<file path="src/rtl/core/dwrk_pkg.sv">
package dwrk_pkg;

  localparam int unsigned KEY_W     = 64;
  localparam int unsigned PAYLOAD_W = 64;
  localparam int unsigned OCC_W     = 8;

  typedef enum logic [1:0] {
    CMD_PUSH_BACK  = 2'd0,
    CMD_PUSH_FRONT = 2'd1,
    CMD_POP_FRONT  = 2'd2,
    CMD_REMOVE     = 2'd3
  } cmd_e;

  typedef struct packed {
    logic [KEY_W-1:0]     key;
    logic [PAYLOAD_W-1:0] payload;
  } entry_t;

  typedef struct packed {
    logic                 ok;
    logic [KEY_W-1:0]     key;
    logic [PAYLOAD_W-1:0] payload;
    logic [OCC_W-1:0]     occupancy;
  } result_t;

endpackage

</file>
<file path="src/rtl/core/dwrk_ctrl.sv">
// Command sequencer: ring-buffer pointers, key search and gap closing.
module dwrk_ctrl #(
  parameter int unsigned CAPACITY = 128,
  parameter int unsigned AW       = 7,
  parameter int unsigned CW       = 8
) (
  input  logic              clk_i,
  input  logic              rst_ni,
  input  logic              req_valid_i,
  output logic              req_ready_o,
  input  dwrk_pkg::cmd_e    req_cmd_i,
  input  dwrk_pkg::entry_t  req_entry_i,
  output logic              res_valid_o,
  input  logic              res_ready_i,
  output dwrk_pkg::result_t res_o,
  output logic              mem_rd_en_o,
  output logic [AW-1:0]     mem_rd_addr_o,
  input  dwrk_pkg::entry_t  mem_rd_data_i,
  output logic              mem_wr_en_o,
  output logic [AW-1:0]     mem_wr_addr_o,
  output dwrk_pkg::entry_t  mem_wr_data_o
);
  import dwrk_pkg::*;

  localparam int unsigned SW = CW + 1;

  localparam logic [2:0] ST_IDLE   = 3'd0;
  localparam logic [2:0] ST_EXEC   = 3'd1;
  localparam logic [2:0] ST_POP    = 3'd2;
  localparam logic [2:0] ST_SEARCH = 3'd3;
  localparam logic [2:0] ST_SHIFT  = 3'd4;
  localparam logic [2:0] ST_RESULT = 3'd5;

  // logical position -> slot, head + idx stays below twice the capacity
  function automatic logic [AW-1:0] phys(input logic [AW-1:0] head, input logic [CW-1:0] idx);
    logic [SW-1:0] sum;
    sum = SW'(head) + SW'(idx);
    if (sum >= SW'(CAPACITY)) begin
      sum = sum - SW'(CAPACITY);
    end
    return sum[AW-1:0];
  endfunction

  logic [2:0]     state_q, state_d;
  cmd_e           cmd_q, cmd_d;
  entry_t         entry_q, entry_d;
  logic [AW-1:0]  head_q, head_d;
  logic [CW-1:0]  count_q, count_d;
  logic [CW-1:0]  scan_q, scan_d;
  logic           rd_pend_q, rd_pend_d;
  logic [CW-1:0]  rd_idx_q, rd_idx_d;
  logic           wr_pend_q, wr_pend_d;
  logic [CW-1:0]  wr_idx_q, wr_idx_d;
  logic           res_ok_q, res_ok_d;
  entry_t         res_entry_q, res_entry_d;
  logic [AW-1:0]  new_head;
  logic           full, empty, scan_live;

  assign full      = (count_q == CW'(CAPACITY));
  assign empty     = (count_q == '0);
  assign scan_live = (scan_q < count_q);
  assign new_head  = (head_q == '0) ? AW'(CAPACITY - 1) : head_q - 1'b1;

  always_comb begin
    state_d       = state_q;
    cmd_d         = cmd_q;
    entry_d       = entry_q;
    head_d        = head_q;
    count_d       = count_q;
    scan_d        = scan_q;
    rd_pend_d     = 1'b0;
    rd_idx_d      = rd_idx_q;
    wr_pend_d     = 1'b0;
    wr_idx_d      = wr_idx_q;
    res_ok_d      = res_ok_q;
    res_entry_d   = res_entry_q;
    req_ready_o   = 1'b0;
    res_valid_o   = 1'b0;
    mem_rd_en_o   = 1'b0;
    mem_rd_addr_o = head_q;
    mem_wr_en_o   = 1'b0;
    mem_wr_addr_o = head_q;
    mem_wr_data_o = entry_q;

    unique case (state_q)
      ST_IDLE: begin
        req_ready_o = 1'b1;
        if (req_valid_i) begin
          cmd_d   = req_cmd_i;
          entry_d = req_entry_i;
          state_d = ST_EXEC;
        end
      end
      ST_EXEC: begin
        res_ok_d    = 1'b0;
        res_entry_d = '0;
        state_d     = ST_RESULT;
        case (cmd_q)
          CMD_PUSH_BACK: begin
            if (!full) begin
              mem_wr_en_o   = 1'b1;
              mem_wr_addr_o = phys(head_q, count_q);
              count_d       = count_q + 1'b1;
              res_ok_d      = 1'b1;
            end
          end
          CMD_PUSH_FRONT: begin
            if (!full) begin
              mem_wr_en_o   = 1'b1;
              mem_wr_addr_o = new_head;
              head_d        = new_head;
              count_d       = count_q + 1'b1;
              res_ok_d      = 1'b1;
            end
          end
          CMD_POP_FRONT: begin
            if (!empty) begin
              mem_rd_en_o   = 1'b1;
              mem_rd_addr_o = head_q;
              state_d       = ST_POP;
            end
          end
          default: begin
            if (!empty) begin
              scan_d  = '0;
              state_d = ST_SEARCH;
            end
          end
        endcase
      end
      ST_POP: begin
        res_ok_d    = 1'b1;
        res_entry_d = mem_rd_data_i;
        head_d      = (head_q == AW'(CAPACITY - 1)) ? '0 : head_q + 1'b1;
        count_d     = count_q - 1'b1;
        state_d     = ST_RESULT;
      end
      ST_SEARCH: begin
        // one read issued per cycle, compared as it returns
        if (scan_live) begin
          mem_rd_en_o   = 1'b1;
          mem_rd_addr_o = phys(head_q, scan_q);
          scan_d        = scan_q + 1'b1;
        end
        rd_pend_d = scan_live;
        rd_idx_d  = scan_q;
        if (rd_pend_q) begin
          if (mem_rd_data_i.key == entry_q.key) begin
            res_ok_d    = 1'b1;
            res_entry_d = mem_rd_data_i;
            scan_d      = rd_idx_q + 1'b1;
            rd_pend_d   = 1'b0;
            state_d     = ST_SHIFT;
          end else if (rd_idx_q == count_q - 1'b1) begin
            rd_pend_d = 1'b0;
            state_d   = ST_RESULT;
          end
        end
      end
      ST_SHIFT: begin
        // read position j+1, write it to j on the next cycle
        if (scan_live) begin
          mem_rd_en_o   = 1'b1;
          mem_rd_addr_o = phys(head_q, scan_q);
          scan_d        = scan_q + 1'b1;
        end
        wr_pend_d = scan_live;
        wr_idx_d  = scan_q - 1'b1;
        if (wr_pend_q) begin
          mem_wr_en_o   = 1'b1;
          mem_wr_addr_o = phys(head_q, wr_idx_q);
          mem_wr_data_o = mem_rd_data_i;
        end
        if (!scan_live && !wr_pend_q) begin
          count_d = count_q - 1'b1;
          state_d = ST_RESULT;
        end
      end
      ST_RESULT: begin
        res_valid_o = 1'b1;
        if (res_ready_i) begin
          state_d = ST_IDLE;
        end
      end
      default: begin
        state_d = ST_IDLE;
      end
    endcase
  end

  assign res_o.ok        = res_ok_q;
  assign res_o.key       = res_entry_q.key;
  assign res_o.payload   = res_entry_q.payload;
  assign res_o.occupancy = OCC_W'(count_q);

  always_ff @(posedge clk_i or negedge rst_ni) begin
    if (!rst_ni) begin
      state_q   <= ST_IDLE;
      head_q    <= '0;
      count_q   <= '0;
      rd_pend_q <= 1'b0;
      wr_pend_q <= 1'b0;
    end else begin
      state_q   <= state_d;
      head_q    <= head_d;
      count_q   <= count_d;
      rd_pend_q <= rd_pend_d;
      wr_pend_q <= wr_pend_d;
    end
  end

  always_ff @(posedge clk_i) begin
    cmd_q       <= cmd_d;
    entry_q     <= entry_d;
    scan_q      <= scan_d;
    rd_idx_q    <= rd_idx_d;
    wr_idx_q    <= wr_idx_d;
    res_ok_q    <= res_ok_d;
    res_entry_q <= res_entry_d;
  end

endmodule

</file>
<file path="config.mk">
export PLATFORM = sky130hd
export DESIGN_NAME = dwrk_ctrl
export DESIGN_NICKNAME = d
export VERILOG_FILES = /design/src/rtl/core/dwrk_pkg.sv /design/src/rtl/core/dwrk_ctrl.sv
export SDC_FILE = /design/constraint.sdc
export NUM_CORES = 1
export LEC_CHECK = 0
export BUFFER_PORTS_ARGS = -buffer_cell sky130_fd_sc_hd__buf_2
export CORE_AREA = 2 2 209 211
export DETAILED_ROUTE_END_ITERATION = 7
export DIE_AREA = 0 0 211 213
export HOLD_SLACK_MARGIN = 0.08
export SYNTH_ARGS = -nofsm -noshare
export SYNTH_HDL_FRONTEND = slang
export SYNTH_SLANG_ARGS = --single-unit
</file>
<file path="constraint.sdc">
create_clock -name clk_i -period 14.24 [get_ports clk_i]
set_clock_uncertainty 0.15 [all_clocks]
set_input_delay 2.136 -clock clk_i [delete_from_list [all_inputs] [get_ports clk_i]]
set_output_delay 2.136 -clock clk_i [all_outputs]
set_load 0.05 [all_outputs]
</file>
# Yosys cells after proc, flatten, opt, wreduce, memory -nomap -nowiden
# Index checks and enable logic that the tools add are counted.
# totals
reg_bits,303
latch_bits,0
ramBits,0
rom_bits,0
inputBits,262
output_inout_bits,283
wordCells,130
mem_count,0
# classes
add_sub_neg,13
mul,0
div,0
n_lt_le_gt_ge,4
eq_ne,22
shift,0
n_mux,57
n_bitwise,0
n_reduce_logical,20
# ops
operator,count
128-bit 2-to-1 mux,4
128-bit case mux with 3 select lines,1
7-bit 2-to-1 mux,11
64-bit == test,1
8-bit 2-to-1 mux,8
8-bit case mux with 3 select lines,2
7-bit case mux with 2 select lines,3
7-bit by 1-bit subtractor with 7-bit output (second input constant),4
7-bit by 8-bit adder with 9-bit output,3
9-bit by 8-bit >= comparator with 1-bit output (second input constant),3
8-bit by 1-bit adder with 8-bit output (second input constant),3
3-bit 2-to-1 mux,8
2-bit inequality test (second input constant),10
3-bit case mux with 6 select lines,1
8-bit by 1-bit subtractor with 8-bit output (second input constant),2
1-bit 2-to-1 mux,15
3-bit nonzero test,3
8-bit == test,1
8-bit == test (second input constant),1
8-bit zero test,1
8-bit less-than comparator,1
7-bit by 1-bit adder with 7-bit output (second input constant),1
7-bit == test (second input constant),1
7-bit zero test,1
20 further kinds,27

# Logic depth before layout (Yosys ltp)
# Gate-level depths: netlist of the first run.
# depth
depth_word,6
depth_mapped,11
ltp_nobuf,10

# Worst setup path after synthesis of the first run
# OpenSTA, ideal clock, no wires.
# synth_path
path_type,input -> register
from,in mem_rd_data_i[96] (netlist name)
to,reg res_entry_q (netlist bit res_o[100]) (enable)
setup_ns,0.801
t_arrival_ns,12.519
required_time_ns,13.289
setup_slack_ns,0.771
cell_stages,8
path_buffers,1
path_cell_list,xor2_1 > nor4_1 > nand4_1 > nor4_2 > nand2_1 > buf_6 > nand3_1 > nor3b_1
# synth_via
elab_chain_len,3
# synth_rtl
element,line_no,source
start: declaration,dwrk_ctrl.sv:18,"input dwrk_pkg::entry_t mem_rd_data_i,"
64-bit == test,dwrk_ctrl.sv:148,if (mem_rd_data_i.key == entry_q.key) begin
2-bit inequality test (no source line),-,
3-bit AND reduction (no source line),-,
end signal: assignment,dwrk_ctrl.sv:219,res_entry_q <= res_entry_d;
end: declaration,dwrk_ctrl.sv:55,"entry_t res_entry_q, res_entry_d;"
# Every way passes these cells.
# A chain may end at the register's enable or synchronous reset.

# Final worst setup path of the first run
# layout_path
from,reg count_q[5]
to,out mem_rd_addr_o[6]
# layout_via
elab_chain_len,3
# layout_rtl
element,line_no,source
start: declaration,dwrk_ctrl.sv:48,"logic [CW-1:0] count_q, count_d;"
start signal: assignment,dwrk_ctrl.sv:206,count_q <= count_d;
8-bit less-than comparator,dwrk_ctrl.sv:61,assign scan_live = (scan_q < count_q);
7-bit 2-to-1 mux,dwrk_ctrl.sv:162,if (scan_live) begin
7-bit 2-to-1 mux,-,
end: declaration,dwrk_ctrl.sv:17,"output logic [AW-1:0] mem_rd_addr_o,"
# Every way passes these cells.

==> reports/results.ini, run 1 <==
[setup_path]
crit_slowest_cell=a21oi_1
r2r_setup_slack_ps=9370
crit_family=compound AO/OA/AOI/OAI gates
cp.required_ps=11950
crit_top_cell=a21oi_1
cp-start-kind=register
end_kind=output port
crit_buf_inv=2
slowest_delay_ps=820
cp.arrival_ps=4160
critPathMaxFanout=11
r2r-start=entry_q[77]
rr_endpoint=res_o[18]
crit_chain=inv_1 > ha_1 > a21oi_1 > o21ai_0 > a21oi_1 > o21ai_1 > a311oi_1 > xor2_1 > buf_2
worstSetupPathType=register to output port
r2r_cells=9

[power_and_ir_drop]
pwr_density_cell_nw_per_um2=107
p_leak_nw=8.52
max-vdd-ir-drop_mv=0.0893

[global_route]
grt_usage_pct=22.9
grt_antenna_before_repair=16
grt_max_degree=106
grt_pass1_vias=11600
grt_pass1_wl_um=75400
globalRouteOverflowTotal=0

[route]
wl_per_cell_um=21.7
ant_nets=0
vias_per_cell=4.99
vias=12400
drt_iter0_drc=1038
wl_um=54000
firstDrtPassIters=8
drc=0

[layout]
final_core_util_pct=45.6
nFillCells=4048
drive_gt1_share_pct=32.5
nNetsFinal=2196
stdcell_count=2482
area_growth_pct=30.8

[synthesis]
async_flop_share_pct=6.62
synthTopCellsByArea=edfxtp_1 (57%), nand2_1 (11%), and2_1 (5.5%), xor2_1 (5.1%), dfrtp_1 (3.4%)
yosysSeqAreaShare_pct=60.3
syn_inst=1370
synth_edf_count=282
synth-seq-cells=302
yosysTopAreaCellShare_pct=56.9
synth_top_area_cell=edfxtp_1
syn_area_um2=14900
ys.flop_type=edfxtp_1
synth.distinct_cells=65
synth_common_cells=nand2_1 (425), edfxtp_1 (282), and2_1 (130)
synth_nets=1669
synth.avg_cell_area_um2=10.9
yosysMostFrequentCell=nand2_1
yosys_warnings=0

[floorplanning]
initial_core_util_pct=34.8
dieArea_um2=44900
die_h_um=213
floorplan.rows=76
ios=545
dieWidth_um=211
core-area_um2=42700

[job]
maxCapViolations=0

[min_path]
whs_path_depth=0
hp-start=scan_q[7]
hp-class=register to register
hold_end=rd_idx_q[7]

[timing]
setup_viol=0
tightest_slew_ps=1230
finalCriticalPeriod_ps=6450
tns_ps=0
max_slew_margin_pct=17.2
hold_viol_final=0
fin_crit_sh_pct=45.3
rsz0062_at_grt=no
clock.fmax_mhz=155
drv_slew=0

[clocking]
cts_setup_buffers=0
postCtsResizedCells=0
cts-buffers-inserted=39
cts_max_level=2
clk_pin_slew_ps=60
cts_tree=yes
clock_path_buffers=3
clock-sinks=302
insertion_delay_ps=550
cts_root_buf=clkbuf_16
ctsHoldBuffers=0

[placed_design]
portBuffers=544
dp_hpwl_um=40100
place_inst=2402
place.gp.congestion=0.926

[outcome]
status=complete, no violations

-- layout by cell type, fill, tap and decap left out, drive strengths merged, types with 20 or more instances in the layout --
cell type	instances
nor2	37
ha	34
edfxtp	282
nor4	20
buf	552
xnor2	28
dfrtp	20
clkbuf	45
nand2	425
and2	130
o21ai	41
xor2	86
a21oi	28
inv	31
-- worst max-delay path by stage --
stage	from	slack [ps]	endpoint	cells after the start
floorplan	mem_rd_data_i[96]	770	res_o[100]	8
global placement	mem_rd_data_i[77]	7390	res_o[20]	10
detailed placement	mem_rd_data_i[77]	7410	res_o[31]	10
CTS	count_q[5]	7800	mem_rd_addr_o[6]	9
global route	count_q[5]	7580	mem_rd_addr_o[6]	9
finish	count_q[5]	7800	mem_rd_addr_o[6]	9
-- kinds of logic (layout without fill, tap and decap cells) --
logic type | after synthesis | in the layout | share of synthesized area, %
compound gates | 127 | 127 | 5.57
xor+xnor | 114 | 114 | 6.71
other cells | 0 | 9 | 0
simple gates | 687 | 687 | 21.1
flops | 302 | 302 | 60.3
fa+ha+maj | 37 | 37 | 3.26
buf+inv | 96 | 653 | 2.56
mux | 7 | 7 | 0.522
-- per-stage QoR --
stage               power [mW]  hold slack [ps]  cell area [um^2]  setup WS [ps]
floorplan                 1.01              326             14900            771
global placement          1.06              406             18100           7390
detailed placement        1.06              382             18100           7410
CTS                       2.10              422             19400           7800
global route              2.14              435             19400           7580
finish                    2.08              441             19500           7800
-- registers in the layout, indices dropped and copies added (netlist names), 3 cells and up --
name / count
scan_q: 8
res_o: 128
state_q: 3
wr_idx_q: 7
entry_q: 128
head_q: 7
rd_idx_q: 8
count_q: 8
-- layout make-up --
type                            count  area [um^2]  share of cell area, %
Antenna cell                        9         22.5                  0.116
Clock buffer                       45         1020                   5.24
Clock inverter                     26          317                   1.63
Inverter                           30          113                  0.579
Multi-Input combinational cell    972         5560                   28.5
Sequential cell                   302         8970                   46.1
Tap cell                          546          683                   3.51
Timing Repair Buffer              552         2780                   14.3
-- worst register-to-register path, stage by stage (launching register included) --
cell	delay, ps
edfxtp_1	400
xor2_1	190
nor4_1	810
nand4_1	200
nor4_2	630
nand2_1	420
nand3_1	180
nor3b_2	200
buf_4	440
buf_4	840
-- power by group --
group	internal (mW)	switching (mW)
sequential	0.969	0
combinational	0.0385	0.0342
clock	0.641	0.397
total	1.65	0.431
-- layer usage --
metal	wire length, um	GRT usage (%)	part of all wire [%]	vias to the layer above
met5	72	0	0.13	-
met4	1450	6.78	2.7	10
met3	5740	8.43	11	102
met2	25300	36.7	47	563
met1	21400	28.9	40	5926
li1	-	-	-	5773
No activity file was read; power rests on OpenSTA's default activity.
==> run 2: changes to the inputs <==
ABC_AREA = 1   (was not set)
CORE_AREA = 2 2 210 212   (was 2 2 209 211)
DIE_AREA = 0 0 212 214   (was 0 0 211 213)
clock period = 5.7 ns   (was 14.24 ns; I/O delays follow)
==> run 2 against run 1 <==
  * Count of clock-buffer cells in the layout is 3 lower
  * Non-clock buffer count down 2
  * Area after synthesis up 3.7%
  * Global-route usage up 1.1 points
  * Largest cell class unchanged
  * Largest power group is now combinational cells
==> reports/results.ini, run 2 <==
[power_and_ir_drop]
p_leak_nw=9.53  ; +12%
p_total_mw=12.8  ; +510%
pwr_density_cell_nw_per_um2=644  ; +500%
pwr-share-comb_pct=51.5  ; +48 points
seqPwrFrac_pct=31.3  ; -15 points
p_clk_share_pct=17.3  ; -33 points
internal-power_mw=6.18  ; +280%
power_switching_share_pct=51.6  ; +31 points
max-vdd-ir-drop_mv=0.489  ; +450%
switchingPower_mw=6.60  ; +1400%

[job]
maxCapViolations=0  ; unchanged

[setup_path]
cp.required_ps=4700  ; -7250 ps
slowest_delay_ps=620  ; -200 ps
worstSetupPathType=register to output port
cp-start-kind=register
crit_family=buffers and inverters
cp.arrival_ps=3230  ; -930 ps
end_kind=output port
crit_slowest_cell=dfrtp_1
crit_chain=inv_1 > ha_1 > a21oi_1 > nand2_1 > nand2_1 > nand2_2 > nor2_4 > inv_1 > o21ai_0 > buf_2
crit_buf_inv=3  ; +1
critPathMaxFanout=12  ; +1

[clocking]
ctsHoldBuffers=0  ; unchanged
cts_setup_buffers=0  ; unchanged
cts_tree=yes
cts_root_buf=clkbuf_16
clock-sinks=302  ; unchanged
cts_max_level=2  ; unchanged
clock_path_buffers=3  ; unchanged
postCtsResizedCells=0  ; unchanged
cts-buffers-inserted=36  ; -7.7%
insertion_delay_ps=540  ; about the same
clk_pin_slew_ps=60  ; about the same

[global_route]
grt_pass1_vias=13200  ; +14%
globalRouteOverflowTotal=0  ; unchanged
grt_usage_pct=24.0  ; +1.1 points
grt_antenna_before_repair=13  ; -3
grt_pass1_wl_um=80700  ; +7.1%
grt_max_degree=130  ; +23%

[synthesis]
ys.flop_type=edfxtp_1
yosysSeqAreaShare_pct=58.1  ; -2.2 points
synth.avg_cell_area_um2=9.32  ; -14%
yosys_warnings=0  ; unchanged
syn_inst=1656  ; +21%
yosysMostFrequentCell=nand2_1
synth.distinct_cells=43  ; -34%
synth_edf_count=282  ; unchanged
synthTopCellsByArea=edfxtp_1 (55%), nand2_1 (10%), inv_1 (5.4%), nor2_1 (5.2%), dfrtp_1 (3.2%)
synth_common_cells=nand2_1 (409), edfxtp_1 (282), inv_1 (220)
async_flop_share_pct=6.62  ; unchanged
syn_area_um2=15400  ; +3.7%
yosysTopAreaCellShare_pct=54.9  ; -2.0 points
synth_nets=1955  ; +17%
synth_top_area_cell=edfxtp_1
synth-seq-cells=302  ; unchanged

[min_path]
hp-class=primary input to async pin

[route]
wl_um=55800  ; +3.4%
vias=13500  ; +8.7%
wl_met2_um=26300  ; +3.7%
firstDrtPassIters=5  ; -3
wl_met3_um=5170  ; -9.9%
m1WireLength_um=21800  ; +2.1%
ant_nets=0  ; unchanged
drc=0  ; unchanged
wl_per_cell_um=19.9  ; -8.5%
top_layer=met5
drt_iter0_drc=978  ; -5.8%
vias_per_cell=4.80  ; -3.8%

[layout]
final_core_util_pct=46.3  ; +0.68 points
area_growth_pct=28.6
final_common_cell=buf_2
final_area_um2=19800  ; +1.9%
drive_gt1_share_pct=29.2  ; -3.3 points
final_cell_mix=buf_2 (544), nand2_1 (409), edfxtp_1 (282)
nFillCells=4187  ; +3.4%
multi_input_area_um2=5290  ; -4.7%
nNetsFinal=2487  ; +13%
regArea_um2=8970  ; unchanged

[floorplanning]
core-area_um2=42900  ; +0.45%
initial_core_util_pct=36.0  ; +1.1 points
ios=545  ; unchanged
dieArea_um2=45400  ; +0.95%
floorplan.rows=76  ; unchanged
die_h_um=214  ; +0.47%
dieWidth_um=212  ; +0.47%

[placed_design]
portBuffers=544  ; unchanged
placed_cell_area_um2=18700  ; +3.4%
place.gp.congestion=0.931  ; +0.53%
dp_hpwl_um=43100  ; +7.5%

[timing]
setup_viol=0  ; unchanged
fin_crit_sh_pct=74.3
drv_slew=0  ; unchanged
clock.fmax_mhz=236
tightest_slew_ps=1030  ; -202 ps
hold_viol_final=0  ; unchanged
max_slew_margin_pct=31.6  ; +14 points
rsz0062_at_grt=no
finalCriticalPeriod_ps=4230

[outcome]
status=complete, no violations

==> run 2: worst paths after layout <==
check | from | end | slack [ps] | cells past startpoint
min reg2reg | scan_q[7] | rd_idx_q[7] | 450 | 0
min in group clk_i | req_entry_i[111] | entry_q[111] | 340 | 1
min | rst_ni | count_q[6] | 160 | 1
max | count_q[3] | mem_rd_en_o | 1470 | 10
max reg2reg | entry_q[100] | res_o[18] | 2480 | 10
max in group asynchronous | rst_ni | state_q[2] | 4850 | 1
==> run 2: cell type report <==
| class | instances | share of cell area (%) |
|---|---|---|
| antenna | 7 | 0.0883 |
| sequential | 302 | 45.2 |
| tap | 585 | 3.69 |
| inverter | 241 | 4.64 |
| multi-input combinational | 1057 | 26.7 |
| timing repair buffer | 550 | 14.1 |
| clock buffer | 42 | 4.65 |
| clock inverter | 21 | 0.902 |
==> run 2: metal layers <==
layer / track usage (%) / up-vias
met2: 39.2 / 604
met4: 11.2 / 10
met1: 29.1 / 6253
met5: 0 / -
met3: 7.05 / 122
li1: - / 6461
==> run 2: cell families after synthesis <==
logic type / after synthesis / share of synthesized area (%)
and+or+nand+nor: 721 / 19.3
DFF: 302 / 58.1
buffers and inverters: 297 / 7.66
AOI/OAI and AO/OA: 233 / 8.00
xor gates and xnor gates: 66 / 3.75
adders and majority gates: 37 / 3.15
==> run 2: stage by stage <==
step | std cells | hold WS (ps) | setup TNS [ps] | setup WS [ps]
after CTS | 2798 | 160 | 0 | 1450
after global routing | 2805 | 193 | 0 | 1300
after global placement | 2735 | 428 | 0 | 2010
after floorplan | 1656 | 330 | -21360 | -166
final | 2805 | 161 | 0 | 1470
after detailed placement | 2735 | 450 | 0 | 1940
==> run 2: power by group through the flow <==
stage	logic [mW]	registers [mW]	clock network, mW
2_1_floorplan	3.13	5.64	0
3_3_place_gp	6.58	4.00	0
3_5_place_dp	6.60	4.02	0
4_1_cts	6.62	3.99	2.26
5_1_grt	6.99	4.06	2.34
6_report	6.58	3.99	2.21
==> run 3: changes to the inputs <==
ABC_AREA = 0   (was 1)
CORE_AREA = 2 2 214 216   (was 2 2 210 212)
DIE_AREA = 0 0 216 218   (was 0 0 212 214)
clock period = 3.6 ns   (was 5.7 ns; I/O delays follow)
==> run 3 against run 2 <==
  * The run now ends with negative setup slack left
  * Worst hold slack got worse by 20 ps
  * Die area rose by 3.8%
  * Register-to-register slack worse by 2200 ps
  * Combinational power fell by 94%
  * Flip-flop and latch count unchanged
  * Count of clock-buffer cells in the layout up 8
  * Critical endpoint is now mem_wr_addr_o[6]
  * Largest cell class unchanged
  * Highest routed layer unchanged
==> reports/results.ini, run 3 (synthesized netlist as in run 1, its figures left out) <==
[global_route]
met1_usage_pct=28.8  ; -0.30 points
grt_antenna_before_repair=2  ; -11
grt_max_degree=86  ; -34%
grt.busiest_layer=met2
grt_use_met3_pct=6.16  ; -0.89 points
grt_usage_pct=22.7  ; -1.3 points
grt_use_met2_pct=37.5  ; -1.7 points
grt_pass1_vias=12800  ; -3.6%
grt_pass1_wl_um=80200  ; -0.72%
globalRouteOverflowTotal=0  ; unchanged

[setup_path]
crit_slowest_cell=dfrtp_2
critPathMaxFanout=4  ; -8
r2r-start=entry_q[94]
end_kind=output port
cp-start-kind=register
slowest_delay_ps=440  ; -180 ps
crit_buf_inv=1  ; -2
cp.arrival_ps=2950  ; -280 ps
cp.required_ps=2910  ; -1790 ps
rr_endpoint=res_o[124]
crit_top_cell=a21oi_2
worstSetupPathType=register to output port
r2r_setup_slack_ps=320  ; -2160 ps
crit_chain=ha_2 > fa_2 > a21oi_2 > o21ai_1 > a21oi_2 > xor2_1 > o32ai_2 > nand4b_1 > a211o_1 > buf_6
r2r_cells=10  ; unchanged
crit_family=compound AO/OA/AOI/OAI gates

[timing]
max_slew_margin_pct=47.3  ; +16 points
fin_ws_ps=-38.9  ; -1510 ps
drv_slew=0  ; unchanged
rsz0062_at_grt=yes
finalCriticalPeriod_ps=3640
hold_viol_final=0  ; unchanged
clock.fmax_mhz=275
fin_crit_sh_pct=101
tns_ps=-38.9  ; -38.9 ps
tightest_slew_ps=790  ; -236 ps
setup_viol=1  ; +1

[route]
vias_per_cell=4.84  ; +1.0%
wl_per_cell_um=20.6  ; +3.3%
ant_nets=0  ; unchanged
drc=0  ; unchanged
firstDrtPassIters=5  ; unchanged
vias=13100  ; -2.5%
drt_iter0_drc=1046  ; +7.0%
wl_um=55600  ; -0.30%

[floorplanning]
core-area_um2=44900  ; +4.7%
dieWidth_um=216  ; +1.9%
floorplan.rows=78  ; +2.6%
ios=545  ; unchanged
die_h_um=218  ; +1.9%
dieArea_um2=47100  ; +3.8%
initial_core_util_pct=33.1  ; -2.8 points

[clocking]
cts-buffers-inserted=36  ; unchanged
cts_root_buf=clkbuf_16
cts_max_level=2  ; unchanged
insertion_delay_ps=540  ; about the same
clock-sinks=302  ; unchanged
cts_tree=yes
clk_pin_slew_ps=60  ; about the same
clock_path_buffers=3  ; unchanged

[layout]
final_core_util_pct=47.7  ; +1.4 points
drive_gt1_share_pct=34.3  ; +5.1 points
final_cell_mix=buf_2 (534), nand2_1 (423), edfxtp_1 (282)
final_area_um2=21400  ; +7.9%
final_common_cell=buf_2
area_growth_pct=43.9
nNetsFinal=2378  ; -4.4%
nFillCells=4167  ; -0.48%

[placed_design]
dp_hpwl_um=41100  ; -4.7%
place.gp.congestion=0.896  ; -3.8%
dp_slack_ps=-53.2  ; -1990 ps
placed_cell_area_um2=18700  ; -0.25%
portBuffers=544  ; unchanged

[power_and_ir_drop]
pwr_density_cell_nw_per_um2=360  ; -44%
max-vdd-ir-drop_mv=0.303  ; -38%
p_leak_nw=9.25  ; -2.9%

[outcome]
violations=negative setup slack
status=finished, violations left

[min_path]
hp-class=primary input to register
hold_end=res_o[20]
whs_path_depth=2
hp-start=mem_rd_data_i[12]

[job]
maxCapViolations=0  ; unchanged

[run 3: cell types whose count changed in the layout (fill, tap and decap cells not counted), moves of 14 or more]
cell and delta:
o21ai_0 -60, inv_1 -199, o21ai_1 -72, nand2_1 +14, and2_1 +128, nor4_1 +18
dlygate4sd3_1 +131, nand3_1 -35, buf_4 +48, xor2_1 +28, nor2_1 -180, a21oi_1 -17
xnor2_1 +19
[run 3: worst max-delay path by stage]
stage                             from  cells after the start               end  slack, ps
floorplan           mem_rd_data_i[108]                      8        res_o[100]      -2000
global placement     mem_rd_data_i[77]                     12        res_o[123]        -20
detailed placement   mem_rd_data_i[76]                     11        res_o[104]        -50
CTS                          head_q[0]                     10  mem_wr_addr_o[6]        -40
global route                 head_q[0]                     10  mem_wr_addr_o[6]       -200
finish                       head_q[0]                     10  mem_wr_addr_o[6]        -40
[run 3: metal layers]
metal | part of all wire, % | vias to the layer above
met1 | 41 | 6242
met5 | 0.020 | -
met4 | 3.3 | 2
met3 | 8.3 | 101
met2 | 48 | 632
li1 | - | 6133
[run 3: area by class of cell]
class                           instances  area, um^2  area share (%)
Antenna cell                            2        5.00          0.0234
Clock inverter                         13         101           0.473
Timing Repair Buffer                  737        4680            21.8
Clock buffer                           50         996            4.65
Inverter                               30         116           0.544
Tap cell                              600         751            3.51
Multi-Input combinational cell        972        5780            27.0
Sequential cell                       302        8980            42.0
[run 3: power by group]
group          internal [mW]  total, mW  switching [mW]
sequential              3.83       3.83               0
combinational          0.246      0.412           0.167
clock                   2.01       3.46            1.45
[run 3: timing repair]
action | in CTS | in global routing
gates cloned | 0 | 0
pin swaps | 5 | 10
setup endpoints to repair | 31 | 35
hold endpoints to repair | 150 | 0
buffers inserted | 1 | 8
resized for setup | 48 | 24
hold buffers | 131 | 0
[run 3: worst reg2reg max path, cell delays in order (launching register included)]
cell and delay (ps):
edfxtp_1 410, xor2_1 160, nor4_1 680, nand4_1 200, nor4_2 270, buf_4 190
nand2_1 80, nand3_2 80, nor3b_4 300, buf_4 270, buf_12 190
[run 3: stage by stage]
| step | power [mW] | std cells | hold slack (ps) |
|---|---|---|---|
| finish | 7.70 | 2706 | 141 |
| global route | 7.95 | 2705 | 115 |
| CTS | 7.78 | 2696 | 99.4 |
| detailed placement | 4.20 | 2501 | 411 |
| global placement | 4.19 | 2501 | 413 |
| floorplan | 3.98 | 1370 | 94.4 |
